**src/rtl/tlep_pkg.sv**
```systemverilog
`timescale 1ns / 1ps
// ----------------------------------------------------------------------------
// tlep_pkg
// Shared types and constants of the two-level eta/pt binner.
// ----------------------------------------------------------------------------
package tlep_pkg;

    localparam int MAX_ETA_EDGES = 16;
    localparam int MAX_PT_EDGES  = 32;

    localparam int ETA_IDX_W = $clog2(MAX_ETA_EDGES);
    localparam int PT_IDX_W  = $clog2(MAX_PT_EDGES);
    localparam int EDGE_W    = 24;
    localparam int AETA_W    = 17;
    localparam int CNT_W     = 6;
    localparam int NUM_W     = 5;
    localparam int MEM_AW    = ETA_IDX_W + PT_IDX_W;
    localparam int MEM_DEPTH = MAX_ETA_EDGES * MAX_PT_EDGES;

    localparam logic [EDGE_W-1:0] ETA_TOP_RESET = 24'd10240;
    localparam logic [EDGE_W-1:0] PT_TOP_RESET  = 24'd160000;
    localparam logic [CNT_W-1:0]  CNT_ROW0_RESET = 6'd2;
    localparam logic [NUM_W-1:0]  NUM_ETA_RESET  = 5'd2;

    localparam int Q_DEPTH = 2;
    localparam int Q_PTR_W = 1;

    typedef enum logic [1:0] {
        OP_WR_ETA   = 2'd0,
        OP_WR_PT    = 2'd1,
        OP_SET_CNT  = 2'd2,
        OP_CLASSIFY = 2'd3
    } t_op;

    typedef struct packed {
        t_op                  op;
        logic [ETA_IDX_W-1:0] row;
        logic [PT_IDX_W-1:0]  idx;
        logic [EDGE_W-1:0]    val;
        logic [CNT_W-1:0]     cnt;
        logic [AETA_W-1:0]    aeta;
        logic [EDGE_W-1:0]    pt;
    } t_job;

    typedef enum logic [3:0] {
        S_CLEAR,
        S_IDLE,
        S_ETA_LO,
        S_ETA_HI,
        S_ETA_WALK,
        S_PT_START,
        S_PT_TOP,
        S_PT_BOT,
        S_PT_WALK,
        S_EMIT
    } t_state;

endpackage

```
**src/rtl/tlep_front.sv**
```systemverilog
`timescale 1ns / 1ps
// ----------------------------------------------------------------------------
// tlep_front
// Input side: accepts items, decodes the operation and folds eta to its
// magnitude before the item enters the job queue.
// ----------------------------------------------------------------------------
module tlep_front (
    input  logic                          i_in_valid,
    output logic                          o_in_stall,
    input  logic [1:0]                    i_operation,
    input  logic [3:0]                    i_row_index,
    input  logic [4:0]                    i_edge_index,
    input  logic [23:0]                   i_edge_value,
    input  logic [5:0]                    i_edge_count,
    input  logic signed [15:0]            i_eta_value,
    input  logic [23:0]                   i_pt_value,
    input  logic                          i_q_full,
    input  logic                          i_clearing,
    output logic                          o_q_push,
    output tlep_pkg::t_job                o_q_data
);
    import tlep_pkg::*;

    logic [AETA_W-1:0] eta_mag;

    // Two's complement magnitude; the most negative code gives 32768.
    always_comb begin
        if (i_eta_value[15]) begin
            eta_mag = 17'h10000 - {1'b0, i_eta_value};
        end else begin
            eta_mag = {1'b0, i_eta_value};
        end
    end

    assign o_in_stall = i_q_full || i_clearing;
    assign o_q_push   = i_in_valid && !o_in_stall;

    always_comb begin
        o_q_data.op   = t_op'(i_operation);
        o_q_data.row  = i_row_index;
        o_q_data.idx  = i_edge_index;
        o_q_data.val  = i_edge_value;
        o_q_data.cnt  = i_edge_count;
        o_q_data.aeta = eta_mag;
        o_q_data.pt   = i_pt_value;
    end

endmodule

```
**config.mk**
```make
export PLATFORM = sky130hd
export DESIGN_NAME = tlep_front
export DESIGN_NICKNAME = d
export VERILOG_FILES = /design/src/rtl/tlep_pkg.sv /design/src/rtl/tlep_front.sv
export SDC_FILE = /design/constraint.sdc
export NUM_CORES = 1
export LEC_CHECK = 0
export BUFFER_PORTS_ARGS = -buffer_cell sky130_fd_sc_hd__buf_4
export CORE_AREA = 2 2 65 67
export DETAILED_ROUTE_END_ITERATION = 10
export DIE_AREA = 0 0 67 69
export PLACE_DENSITY = 0.72
export SETUP_SLACK_MARGIN = 0.05
export SYNTH_ARGS = -nofsm -noshare
export SYNTH_HDL_FRONTEND = slang
export SYNTH_SLANG_ARGS = --single-unit
```
**constraint.sdc**
```tcl
create_clock -name vclk -period 4.1
set_clock_uncertainty 0.05 [all_clocks]
set_input_delay 0.82 -clock vclk [all_inputs]
set_output_delay 0.82 -clock vclk [all_outputs]
set_load 0.05 [all_outputs]
```
==> metrics.md <==
| Metric | Value |
|---|---|
| Status | `complete, no violations` |
| Worst setup EP type | `primary output` |
| Vias in the first global route | `549` |
| Syn Nets | `200` |
| Seq cells | `0` |
| PwrDens | `197 nW/um2` |
| Drt first pass iters | `2` |
| CP required | `3.23 ns` |
| Fin. max-slew vios | `0` |
| Fin Setup TNS | `0 ns` |
| Crit path launch type | `primary input` |
| Synth cell types | `20` |
| RSZ-0062 raised after global routing | `no` |
| Grt total ovfl | `0` |
| Largest cells by area after synthesis | `buf_4 59%, xnor2_1 13%, o31ai_1 4.4%` |
| Total core area | `3910 um2` |
| Leak pwr | `0.277 nW` |
| Final WL | `1.94 mm` |
| Maxcap violations | `0` |
| Initial core utilization | `21.8%` |
| NumNets Final | `168` |
| Area fraction of the dominant cell type after synthesis | `58.9%` |
| Mapped Cells | `115` |
| Internal | `0.0456 mW` |
| Share of the yosys chip area belonging to registers | `0%` |
| Worst Path Max Fanout | `6` |
| Final worst-path cycle share | `83.3%` |
| Worst min-delay path category | `in2out` |
| Rows | `23` |
| IO Port Bufs | `37` |
| Comb power frac | `100.0%` |
| Num ports | `168` |
| Syn Area/Cell | `7.42 um2` |
| Period minus WS final | `3.41 ns` |
| Remaining DRCs | `0` |
| Total global-route track usage | `7.32%` |
| Post-detail-place hpwl | `1.65 mm` |
| Vias | `570` |
| Share of cells above drive strength 1 | `51.9%` |
| Largest net degree at the start of global routing | `17` |
| Die width | `67 um` |
| Sequential Power Share | `0%` |
| Overall die area | `4620 um2` |
| Power Total | `0.133 mW` |
| Antenna viol nets, final | `0` |
| CLK BUF | `0` |
| Slowest CP cell | `or4_1` |
| Wire length per cell | `14.8 um` |
| Via-to-Cell Ratio | `4.35` |
| Initial antenna violation count | `0` |
| VDD IR max | `0.0328 mV` |
| Reg area | `0 um2` |
| Crit Path Category | `in2out` |
| Layout area overhead | `-21.0%` |
| Achievable Freq | `0.293 GHz` |
| Sw frac | `65.7%` |
| YS warnings | `0` |
| Clk pwr share | `0%` |
| # hold bufs at CTS | `0` |
| P_sw | `0.0875 mW` |
| Post-cts resize count | `0` |
| Final hold violation count | `0` |
| Hold Crit Start | `i_pt_value[0]` |
| Crit path cell chain | `buf_4 > or4_1 > or4_4 > nor3b_2 > buf_4` |
| Synth Cell Area | `853 um2` |
| Worst EP arrival | `2.54 ns` |
| Routability cong. | `0.655` |
| Endpoints failing setup | `0` |
| Top-count cell post-synth | `buf_4` |
| Post-synth top area cell | `buf_4` |
| Die height | `69 um` |
| Antenna cells | `0` |
| CP dominant cell by count | `buf_4` |
| Critical Path Max Stage Delay | `0.67 ns` |
| Iteration-0 DRC Markers | `7` |
| Setup bufs post-CTS | `0` |
| Crit path from | `i_eta_value[3]` |
| Synth cell count leaders | `67 x buf_4, 13 x xnor2_1, 5 x o31ai_1` |
| Setup WS pre-CTS | `0.683 ns` |
| First-pass GRT wire length | `2.77 mm` |
| Post-route worst setup slack | `0.687 ns` |
path summary, 6_finish.rpt:
check	to	slack [ns]	depth (start not counted)
setup / recovery	o_q_data[39]	0.69	5
hold / removal	o_q_data[0]	1.59	0
stage by stage:
stage	instance area (um2)	hold slack, ns	util [%]	instances
after floorplan	853	1.69	-	115
after global placement	674	1.59	17.2	131
after detailed placement	674	1.59	17.2	131
after CTS	674	1.59	17.2	131
after global routing	674	1.59	17.2	131
final	674	1.59	17.2	131
critical path, delay by kind of cell:
| family | cells | cell delay, ns |
|---|---|---|
| AND/OR/NAND/NOR | 3 | 1.39 |
| buffers and inverters | 2 | 0.33 |
routing by layer:
layer / vias to the layer above / wire length, um / global-route usage [%]
met5: - / 0 / 0
met4: 0 / 179 / 6.58
met3: 34 / 426 / 4.57
met2: 50 / 799 / 11.8
met1: 246 / 538 / 5.91
li1: 240 / - / -
power groups by stage:
stage | logic, mW | registers [mW] | clock network (mW)
6_report | 0.133 | 0 | 0
3_3_place_gp | 0.134 | 0 | 0
4_1_cts | 0.135 | 0 | 0
5_1_grt | 0.141 | 0 | 0
3_5_place_dp | 0.134 | 0 | 0
2_1_floorplan | 0.258 | 0 | 0
layout make-up:
| class | instances | area [um2] |
|---|---|---|
| well taps | 50 | 62.6 |
| fillers | 471 | 3240 |
| multi-input cells | 41 | 323 |
| repair buffers | 37 | 278 |
| inverters | 3 | 11.3 |
placed cells by master, fill, tap and decap left out, drive strengths merged:
cell type	n
o31ai	5
nand2	2
or4	4
or3	3
buf	37
nor3b	1
nand2b	1
xnor2	13
or3b	1
or2	1
nor2	1
conb	1
o41ai	4
o21ai	3
ha	1
inv	3
cell families (layout without fill, tap and decap cells):
family	after synthesis	after routing	synth area share (%)
compound gates	12	12	11.1
xor+xnor	13	13	13.3
fa+ha+maj	1	1	1.47
buf+inv	74	40	62.2
other cells	1	1	0.439
simple gates	14	14	11.4
Note: power is estimated with default switching activity, not from simulation.
