[src/rtl/tlep_pkg.sv]
`timescale 1ns / 1ps
// ----------------------------------------------------------------------------
// tlep_pkg
// Shared types and constants of the two-level eta/pt binner.
// ----------------------------------------------------------------------------
package tlep_pkg;

    localparam int MAX_ETA_EDGES = 16;
    localparam int MAX_PT_EDGES  = 32;

    localparam int ETA_IDX_W = $clog2(MAX_ETA_EDGES);
    localparam int PT_IDX_W  = $clog2(MAX_PT_EDGES);
    localparam int EDGE_W    = 24;
    localparam int AETA_W    = 17;
    localparam int CNT_W     = 6;
    localparam int NUM_W     = 5;
    localparam int MEM_AW    = ETA_IDX_W + PT_IDX_W;
    localparam int MEM_DEPTH = MAX_ETA_EDGES * MAX_PT_EDGES;

    localparam logic [EDGE_W-1:0] ETA_TOP_RESET = 24'd10240;
    localparam logic [EDGE_W-1:0] PT_TOP_RESET  = 24'd160000;
    localparam logic [CNT_W-1:0]  CNT_ROW0_RESET = 6'd2;
    localparam logic [NUM_W-1:0]  NUM_ETA_RESET  = 5'd2;

    localparam int Q_DEPTH = 2;
    localparam int Q_PTR_W = 1;

    typedef enum logic [1:0] {
        OP_WR_ETA   = 2'd0,
        OP_WR_PT    = 2'd1,
        OP_SET_CNT  = 2'd2,
        OP_CLASSIFY = 2'd3
    } t_op;

    typedef struct packed {
        t_op                  op;
        logic [ETA_IDX_W-1:0] row;
        logic [PT_IDX_W-1:0]  idx;
        logic [EDGE_W-1:0]    val;
        logic [CNT_W-1:0]     cnt;
        logic [AETA_W-1:0]    aeta;
        logic [EDGE_W-1:0]    pt;
    } t_job;

    typedef enum logic [3:0] {
        S_CLEAR,
        S_IDLE,
        S_ETA_LO,
        S_ETA_HI,
        S_ETA_WALK,
        S_PT_START,
        S_PT_TOP,
        S_PT_BOT,
        S_PT_WALK,
        S_EMIT
    } t_state;

endpackage

[src/rtl/tlep_queue.sv]
`timescale 1ns / 1ps
// ----------------------------------------------------------------------------
// tlep_queue
// Short job queue between the input side and the lookup engine.
// ----------------------------------------------------------------------------
module tlep_queue (
    input  logic            i_clk,
    input  logic            i_rst_n,
    input  logic            i_push,
    input  tlep_pkg::t_job  i_data,
    output logic            o_full,
    input  logic            i_pop,
    output logic            o_valid,
    output tlep_pkg::t_job  o_head
);
    import tlep_pkg::*;

    t_job               r_slot [Q_DEPTH];
    logic [Q_PTR_W-1:0] r_wr_ptr;
    logic [Q_PTR_W-1:0] r_rd_ptr;
    logic [Q_PTR_W:0]   r_count;
    logic [Q_PTR_W-1:0] n_wr_ptr;
    logic [Q_PTR_W-1:0] n_rd_ptr;
    logic [Q_PTR_W:0]   n_count;

    assign o_full  = (r_count == (Q_PTR_W+1)'(Q_DEPTH));
    assign o_valid = (r_count != '0);
    assign o_head  = r_slot[r_rd_ptr];

    always_comb begin
        n_wr_ptr = i_push ? r_wr_ptr + 1'b1 : r_wr_ptr;
        n_rd_ptr = i_pop  ? r_rd_ptr + 1'b1 : r_rd_ptr;
        n_count  = r_count;
        if (i_push && !i_pop) begin
            n_count = r_count + 1'b1;
        end else if (!i_push && i_pop) begin
            n_count = r_count - 1'b1;
        end
    end

    always_ff @(posedge i_clk) begin
        if (!i_rst_n) begin
            r_wr_ptr <= '0;
            r_rd_ptr <= '0;
            r_count  <= '0;
        end else begin
            r_wr_ptr <= n_wr_ptr;
            r_rd_ptr <= n_rd_ptr;
            r_count  <= n_count;
        end
    end

    always_ff @(posedge i_clk) begin
        if (i_push) begin
            r_slot[r_wr_ptr] <= i_data;
        end
    end

endmodule

[config.mk]
export PLATFORM = sky130hd
export DESIGN_NAME = tlep_queue
export DESIGN_NICKNAME = d
export VERILOG_FILES = /design/src/rtl/tlep_pkg.sv /design/src/rtl/tlep_queue.sv
export SDC_FILE = /design/constraint.sdc
export NUM_CORES = 1
export LEC_CHECK = 0
export ABC_AREA = 1
export BUFFER_PORTS_ARGS = -buffer_cell sky130_fd_sc_hd__buf_2
export CAP_MARGIN = 5
export CORE_MARGIN = 3
export CORE_UTILIZATION = 57
export CTS_CLUSTER_DIAMETER = 40
export DETAILED_ROUTE_END_ITERATION = 16
export HOLD_SLACK_MARGIN = 0.1
export PLACE_DENSITY = 0.91
export SLEW_MARGIN = 10
export SYNTH_ARGS = -nofsm -noshare
export SYNTH_HDL_FRONTEND = slang
export SYNTH_SLANG_ARGS = --single-unit
[constraint.sdc]
create_clock -name i_clk -period 6.99 [get_ports i_clk]
set_clock_uncertainty 0.05 [all_clocks]
set_input_delay 0.699 -clock i_clk [delete_from_list [all_inputs] [get_ports i_clk]]
set_output_delay 0.699 -clock i_clk [all_outputs]
set_load 0.02 [all_outputs]
==> results of run 1 <==
sequential cells by signal, indices dropped and copies added, names as in the netlist, named ones only:
register / cells
r_count: 2
r_rd_ptr: 1
r_slot: 164
r_wr_ptr: 1
cell type report:
class	count	area, µm²	share of cell area, %
Antenna cell	1	2.50	0.0313
Inverter	8	31.3	0.391
Tap cell	140	175	2.19
Sequential cell	169	5030	62.9
Timing Repair Buffer	172	868	10.9
Clock buffer	24	502	6.27
Multi-Input combinational cell	104	1330	16.6
Clock inverter	8	63.8	0.798
cell families (layout without fill, tap and decap cells):
| logic type | count (synthesis) | count (layout) | share of synthesized area (%) |
|---|---|---|---|
| AND/OR/NAND/NOR | 19 | 19 | 1.15 |
| other | 0 | 1 | 0 |
| flip-flops | 169 | 169 | 76.7 |
| adder cells (fa/ha/maj) | 1 | 1 | 0.191 |
| AO/OA/AOI/OAI | 2 | 2 | 0.153 |
| buffers and inverters | 17 | 212 | 3.08 |
| multiplexers | 82 | 82 | 18.7 |
layout by cell type (no fill, tap or decap), drive strengths merged:
master,n
a21oi,1
buf,172
clkbuf,24
clkinv,3
clkinvlp,5
dfxtp,5
diode,1
edfxtp,164
ha,1
inv,8
mux2,82
nand2,9
nand3,1
nand4,1
nor2,8
o21ai,1
through the flow:
step | worst slack (ns) | power, mW
global route | 3.50 | 2.40
global placement | 4.07 | 1.47
detailed placement | 4.04 | 1.48
CTS | 3.59 | 2.33
floorplan | 2.24 | 1.40
finish | 3.66 | 2.31
worst reg2reg max path: stages (launching register included):
cell and delay (ns):
dfxtp_1 0.39, nand2_1 0.10, clkinv_2 0.05, buf_4 0.76
layer usage:
metal | global-route usage (%) | vias up
met3 | 5.83 | 15
met2 | 29.8 | 135
met1 | 20.1 | 1584
met4 | 7.85 | 0
li1 | - | 1494
met5 | 0 | -
power by group through the flow:
stage	registers [mW]	clock network, mW	logic [mW]
final	1.20	0.857	0.258
after global routing	1.20	0.923	0.274
after CTS	1.20	0.876	0.261
after detailed placement	1.22	0	0.258
after global placement	1.21	0	0.253
after floorplan	1.21	0	0.192
path summary, 6_finish.rpt:
check	from	endpoint	slack [ns]	cells past startpoint
setup / recovery	register	o_head[61]	3.66	3
hold / removal	i_data[2]	r_slot[1][2]	0.42	1
hold reg to reg	r_rd_ptr	register	0.47	2
setup reg to reg	r_wr_ptr	r_slot[1][0]	5.16	3
==> flow_summary_export.csv, run 1 <==
group,metric,value,unit
floorplanning,std_cell_rows,38,
sta,worstMarginPinSlew,1.07,ns
floorplanning,start_util,59.4,%
clock_tree,clk_pin_slew,0.06,ns
route,dr_total_vias,3228,
route,top_layer,"met4",
power_and_ir_drop,internal_power,1.80,mW
worst_hold_path,worstHoldPathType,"in2reg",
sta,rsz0062_at_grt,"no",
sta,setup_tns,0,ns
synthesis,synthesis.nets,377,
synthesis,ys.flop_type,"edfxtp_1",
setup_path,crit_buf_inv,2,
synthesis,ys_ff_latch,169,
power_and_ir_drop,power_frac_seq,51.8,%
floorplanning,num_io_pins,170,
clock_tree,clockRootBuffer,"clkbuf_16",
power_and_ir_drop,switching_share,22.4,%
sta,holdWs,0.424,ns
clock_tree,hold_buffers,0,
synthesis,ys_async_sr_fraction,0,%
synthesis,yosysMostFrequentCell,"edfxtp_1",
synthesis,synth_cell_types,14,
setup_path,cp_slowest_cell,"dfxtp_4",
sta,setup-violations-final,0,
power_and_ir_drop,p_per_area,289,mW/mm²
setup_path,cp_slowest_stage_delay,0.79,ns
job,drv_cap,0,
layout,drive_gt1_share,59.2,%
setup_path,crit_chain,"buf_4 > mux2_2 > buf_2",
global_routing,globalRouteTotalUtil,17.5,%
route,drt_iter0_drc,148,
setup_path,cp-end-kind,"output pin",
clock_tree,cts_tree,"done",
clock_tree,htreeDepth,4,
layout,layoutNonFillerInstCount,626,
synthesis,ys_top_cells_by_area,"edfxtp_1, mux2_4, buf_12, dfxtp_1, nand2_1",
synthesis,syn_area,0.00655,mm²
route,wirelength,11000,µm
synthesis,synth_top_cell_by_area,"edfxtp_1",
setup_path,path_class,"reg2out",
route,dr.pass1.iters,5,
clock_tree,postCtsSetupBuffers,0,
route,dr_wl_met3,881,µm
placement,port_buffers,169,
layout,layout.nets,559,
route,drtAntennaViolNets,0,
power_and_ir_drop,peakVddDrop,184,µV
power_and_ir_drop,p_switching,0.517,mW
floorplanning,dieArea,0.0128,mm²
power_and_ir_drop,p_clk_share,37.1,%
placement,gp_congestion,0.717,
floorplanning,core,0.0110,mm²
global_routing,grt_pass1_vias,3372,
route,wl_met1,4180,µm
sta,slew_headroom,28.6,%
global_routing,overflow,0,
route,drc,0,
route,post_drt_via_cell_ratio,5.16,
synthesis,yosys_warnings,0,
setup_path,worst_ep_required_time,6.24,ns
synthesis,synth_edf_count,164,
setup_path,critical_path.top_delay_family,"buffers and inverters",
sta,hold_viol,0,
global_routing,antenna_found_initial,1,
sta,fin_crit_sh,47.6,%
floorplanning,die_h,113,µm
layout,syn_to_final_growth,22.2,%
sta,fmax,301,MHz
layout,fin_util,72.5,%
synthesis,ys_seq_area_share,76.7,%
power_and_ir_drop,p_leak,3.23,nW
placement,hpwl,7160,µm
placement,dp_cells,593,
sta,fin_crit,3.33,ns
clock_tree,cts-resized-gates,0,
setup_path,crit_fanout,46,
synthesis,synth_top_cell_area_share,75.2,%
global_routing,grt_pass1_wl,16800,µm
clock_tree,cts_inserted_buffers,17,
power_and_ir_drop,comb_power_share,11.1,%
clock_tree,clockBufferDepth,2,
clock_tree,cts_sinks,169,
layout,num-fill-cells,670,
global_routing,grt_max_degree,83,
clock_tree,clk_latency,0.40,ns
layout,design_area,0.00800,mm²
synthesis,synth_cells,290,
route,met2_length,5780,µm
synthesis,synth_commonest_cells,"edfxtp_1, mux2_4, nand2_1",
route,wl_per_cell,17.7,µm
placement,place_area,0.00743,mm²
sta,finalMaxSlewViolations,0,
setup_path,arrival,2.58,ns
setup_path,critical_path.startpoint_type,"register",
run_status,status,"finished clean",
synthesis,syn_area_per_cell,22.6,µm²
floorplanning,die_w,113,µm
Power figures use the tool's default switching activity.
==> run 2, diff against run 1 <==
- CORE_UTILIZATION: 57 -> 52
- PLACE_DENSITY: 0.91 -> 0.85
- clock period: 6.99 -> 3.1 ns (I/O delays scaled with it)
==> run 2 against run 1 <==
Against the previous run: clock-buffer cell count fell by 2; core utilization up 0.63 points; non-clock buffer count up 88; via count grew 11%; power rose by 130%; hold slack got worse by 0.28 ns; first-iteration DRC count rose by 76%; register-to-register slack worse by 3.7 ns.
==> flow_summary_export.csv, run 2 (same netlist as run 1, synthesis figures left out) <==
group,metric,value,unit
run_status,status,"finished clean",
route,wirelength,13100,µm
worst_hold_path,hold_path_depth,3,
clock_tree,clk_pin_slew,0.06,ns
job,drv_cap,0,
worst_hold_path,worstHoldPathType,"in2reg",
route,dr_total_vias,3583,
sta,hold_viol,0,
setup_path,cp-end-kind,"output pin",
clock_tree,cts_inserted_buffers,17,
placement,gp_congestion,0.694,
layout,reg_top3,"r_slot x164, r_count x2",
power_and_ir_drop,comb_power_share,12.8,%
sta,fmax,417,MHz
sta,holdWs,0.141,ns
placement,post-place-ws,1.12,ns
route,post_drt_via_cell_ratio,4.83,
sta,setup-violations-final,0,
floorplanning,num_io_pins,170,
layout,num-fill-cells,731,
power_and_ir_drop,switching_share,22.0,%
layout,syn_to_final_growth,35.9,%
global_routing,grt_max_degree,54,
layout,multi_input_area,0.00133,mm²
floorplanning,dieArea,0.0140,mm²
layout,top_register,"r_slot",
clock_tree,cts-resized-gates,0,
sta,setup_tns,0,ns
setup_path,reg2reg_setup_slack,1.44,ns
clock_tree,htreeDepth,4,
layout,design_area,0.00890,mm²
setup_path,critical_path.startpoint_type,"register",
sta,slew_headroom,52.8,%
power_and_ir_drop,p_clk_share,36.6,%
route,drt_iter0_drc,260,
setup_path,worst_ep_required_time,2.74,ns
sta,fin_crit,2.40,ns
route,dr.pass1.iters,4,
clock_tree,cts_sinks,169,
power_and_ir_drop,internal_power,4.16,mW
sta,fin_crit_sh,77.3,%
layout,drive_gt1_share,49.7,%
sta,rsz0062_at_grt,"no",
placement,port_buffers,169,
setup_path,reg2reg_to,"r_slot[1][55]",
clock_tree,clockBufferDepth,2,
global_routing,grt_pass1_vias,3963,
setup_path,r2r_start,"r_wr_ptr",
clock_tree,hold_buffers,83,
worst_hold_path,holdCritStartpoint,"i_pop",
global_routing,grt_pass1_wl,21000,µm
global_routing,globalRouteTotalUtil,19.7,%
clock_tree,clk_latency,0.41,ns
sta,finalMaxSlewViolations,0,
setup_path,r2r_cells,3,
floorplanning,die_h,118,µm
placement,hpwl,7550,µm
layout,largest_reg_flops,164,
floorplanning,std_cell_rows,40,
sta,worstMarginPinSlew,0.708,ns
setup_path,arrival,2.04,ns
layout,register_area,0.00503,mm²
power_and_ir_drop,power_frac_seq,50.6,%
layout,layout.nets,647,
clock_tree,clockRootBuffer,"clkbuf_16",
layout,layout_common_cells,"buf_2, edfxtp_1, dlygate4sd3_1",
power_and_ir_drop,finalPower,5.33,mW
floorplanning,core,0.0122,mm²
global_routing,antenna_found_initial,1,
clock_tree,cts_tree,"done",
route,wl_per_cell,17.6,µm
floorplanning,start_util,53.8,%
placement,place_area,0.00752,mm²
global_routing,overflow,0,
clock_tree,postCtsSetupBuffers,0,
layout,layout_commonest_cell,"buf_2",
power_and_ir_drop,p_leak,3.60,nW
power_and_ir_drop,peakVddDrop,518,µV
route,drc,0,
sta,fin_ws,0.704,ns
floorplanning,die_w,118,µm
power_and_ir_drop,p_per_area,599,mW/mm²
power_and_ir_drop,p_switching,1.18,mW
setup_path,path_class,"reg2out",
setup_path,crit_fanout,32,
route,drtAntennaViolNets,0,
## run 2: cell types whose count changed in the layout (fill, tap and decap cells not counted), sizes merged
| cell | before | now |
|---|---|---|
| clkinv | 3 | 6 |
| buf | 172 | 177 |
| bufinv | 0 | 2 |
| dlygate4sd3 | 0 | 83 |
| clkinvlp | 5 | 3 |
| clkbuf | 24 | 22 |
| inv | 8 | 7 |
## run 2: critical path, stage by stage (launching register included)
cell and delay (ns):
dfxtp_4 0.73, buf_4 0.39, mux2_4 0.33, buf_2 0.16
## run 2: area by class of cell
cell class	count	share of cell area (%)
Tap cell	168	2.36
Sequential cell	169	56.5
Timing Repair Buffer	260	19.7
Inverter	8	0.352
Clock buffer	22	4.99
Clock inverter	10	1.15
Multi-Input combinational cell	104	14.9
Antenna cell	1	0.0281
## run 2: per-layer routing
layer | share of wire, % | vias up | global-route usage (%)
li1 | - | 1668 | -
met1 | 37 | 1753 | 21.7
met2 | 55 | 139 | 35.1
met3 | 5.9 | 23 | 6.46
met4 | 2.3 | 0 | 7.77
met5 | 0 | - | 0
## run 2: power groups by stage
| stage | registers, mW | clock network [mW] | logic [mW] |
|---|---|---|---|
| detailed placement | 2.74 | 0 | 0.595 |
| finish | 2.70 | 1.95 | 0.681 |
| global placement | 2.73 | 0 | 0.582 |
| CTS | 2.70 | 1.98 | 0.680 |
| global route | 2.71 | 2.09 | 0.726 |
| floorplan | 2.72 | 0 | 0.434 |
## run 2: worst max-delay path by stage
stage	from	end	slack [ns]	depth (start not counted)
2_1_floorplan	r_wr_ptr	r_slot[0][0]	0.15	1
3_3_place_gp	register	o_head[35]	1.15	3
3_5_place_dp	register	o_head[18]	1.12	3
4_1_cts	register	o_head[5]	0.66	3
5_1_grt	register	o_head[28]	0.61	3
6_report	register	o_head[22]	0.70	3
## run 2: stage by stage
step                      util, %  cells
after global routing         73.2    742
after global placement       61.8    626
final                        73.2    742
after detailed placement     61.8    626
after floorplan                 -    290
after CTS                    73.1    741
==> run 3, diff against run 2 <==
- clock period: 3.1 -> 2.3 ns (I/O delays scaled with it)
==> run 3 against run 2 <==
Against the previous run: clock-buffer cell count is 3 lower; sequential cell count stayed put; sequential power is 34% higher; sequential share of layout area is 0.22 points lower; hold slack better by 0.056 ns; core utilization is 0.29 points higher; critical endpoint is now o_head[47]; die area stayed put; global-route usage is 0.061 points higher; final cell count stayed put; wire length is 3.1% higher; design area is 0.39% higher; worst setup slack worse by 0.51 ns.
==> flow_summary_export.csv, run 3 (same netlist as run 1, synthesis figures left out) <==
group,metric,value,unit
global_routing,globalRouteTotalUtil,19.7,%
global_routing,grt_pass1_wl,20800,µm
setup_path,reg2reg_setup_slack,0.89,ns
route,drtAntennaViolNets,0,
sta,hold_viol,0,
job,drv_cap,0,
worst_hold_path,hold_path_depth,3,
placement,hpwl,7680,µm
layout,antennaDiodeCount,0,
clock_tree,cts-resized-gates,0,
sta,fmax,475,MHz
global_routing,antenna_found_initial,0,
global_routing,grt_max_degree,54,
setup_path,crit_chain,"buf_12 > mux2_4 > buf_2",
floorplanning,core,0.0122,mm²
global_routing,overflow,0,
sta,rsz0062_at_grt,"no",
route,dr.pass1.iters,5,
setup_path,critical_path.top_delay_family,"flip-flops",
setup_path,arrival,1.83,ns
setup_path,crit_buf_inv,2,
sta,slew_headroom,72.6,%
sta,fin_ws,0.195,ns
layout,layout.nets,648,
route,wl_per_cell,18.2,µm
layout,syn_to_final_growth,36.4,%
layout,layoutNonFillerInstCount,742,
route,post_drt_via_cell_ratio,4.87,
clock_tree,postCtsSetupBuffers,0,
route,dr_total_vias,3617,
route,wirelength,13500,µm
placement,dp_cells,625,
clock_tree,htreeDepth,4,
setup_path,path_class,"reg2out",
setup_path,critical_path.startpoint_type,"register",
layout,layout_commonest_cell,"buf_2",
global_routing,grt_pass1_vias,3958,
floorplanning,die_w,118,µm
clock_tree,cts_sinks,169,
sta,holdWs,0.197,ns
setup_path,cp_slowest_cell,"dfxtp_4",
layout,register_area,0.00503,mm²
floorplanning,num_io_pins,170,
worst_hold_path,min_to,"r_count[0]",
floorplanning,dieArea,0.0140,mm²
worst_hold_path,holdCritStartpoint,"i_push",
layout,top_register,"r_slot",
floorplanning,die_h,118,µm
clock_tree,clockBufferDepth,2,
placement,gp_congestion,0.734,
power_and_ir_drop,p_per_area,793,mW/mm²
setup_path,crit_fanout,29,
sta,fin_crit,2.11,ns
layout,num-fill-cells,719,
worst_hold_path,worstHoldPathType,"in2reg",
sta,fin_crit_sh,91.5,%
layout,layout_common_cells,"buf_2, edfxtp_1, dlygate4sd3_1",
placement,port_buffers,169,
setup_path,reg2reg_to,"r_slot[1][10]",
route,drc,0,
layout,drive_gt1_share,49.7,%
setup_path,r2r_cells,3,
route,drt_iter0_drc,224,
power_and_ir_drop,peakVddDrop,659,µV
floorplanning,start_util,53.8,%
clock_tree,cts_tree,"done",
power_and_ir_drop,p_leak,3.62,nW
clock_tree,clk_pin_slew,0.06,ns
sta,finalMaxSlewViolations,0,
floorplanning,std_cell_rows,40,
setup_path,r2r_start,"r_wr_ptr",
layout,reg_top3,"r_slot x164, r_count x2",
clock_tree,cts_inserted_buffers,17,
setup_path,cp-end-kind,"output pin",
sta,worstMarginPinSlew,0.412,ns
setup_path,worst_ep_required_time,2.02,ns
placement,post-place-ws,0.631,ns
sta,setup-violations-final,0,
layout,largest_reg_flops,164,
clock_tree,clk_latency,0.41,ns
setup_path,cp_slowest_stage_delay,0.59,ns
sta,setup_tns,0,ns
layout,multi_input_area,0.00133,mm²
run_status,status,"finished clean",
clock_tree,clockRootBuffer,"clkbuf_16",
[run 3: changes by cell type in the layout (fill, tap and decap cells not counted)]
cell,before,now
diode_2,1,0
clkinv_2,2,5
dlygate4sd3_1,83,85
clkinvlp_4,3,1
buf_12,1,5
clkinv_1,4,6
clkinv_4,0,1
clkbuf_1,5,2
buf_4,7,2
bufinv_16,2,1
[run 3: where the power goes]
part           switching (mW)  leakage (nW)  internal [mW]
Clock                    1.05         0.259           1.46
Sequential             0.0618          1.58           3.56
Combinational           0.480          1.78          0.472
[run 3: per-layer routing]
layer	global-route usage (%)	vias up	routed length [µm]
li1	-	1671	-
met4	8.57	0	278
met2	34.9	142	7240
met1	22.1	1781	5220
met3	5.93	23	748
met5	0	-	0
[run 3: cell type report]
cell class | count | area share [%]
tap | 168 | 2.35
clock inverter | 13 | 0.967
inverter | 8 | 0.378
clock buffer | 19 | 4.85
multi-input combinational | 104 | 14.9
timing repair buffer | 261 | 20.3
sequential | 169 | 56.3
[run 3: worst register-to-register path, stage by stage, from the launching register on]
cell and delay (ns):
dfxtp_1 0.40, nand2_1 0.13, clkinvlp_4 0.11, buf_4 0.36
[run 3: stage by stage]
step                cell area, µm²  util [%]  power, mW
finish                        8930      73.4       7.09
global route                  8930      73.4       7.36
CTS                           8930      73.4       7.13
global placement              7560      62.2       4.49
floorplan                     6560         -       4.25
detailed placement            7560      62.2       4.52
[run 3: what timing repair did]
action | 4_1_cts | 5_1_grt
setup endpoints to repair | 0 | 0
hold buffers | 85 | 0
hold endpoints to repair | 169 | 0
[run 3: how the worst max path moves through the flow]
| stage | startpoint | end | slack (ns) | depth (start not counted) |
|---|---|---|---|---|
| final | register | o_head[47] | 0.19 | 3 |
| after global routing | register | o_head[47] | 0.13 | 3 |
| after CTS | register | o_head[47] | 0.17 | 3 |
| after detailed placement | register | o_head[13] | 0.63 | 3 |
| after global placement | register | o_head[40] | 0.65 | 3 |
| after floorplan | r_wr_ptr | r_slot[1][0] | 0.22 | 2 |
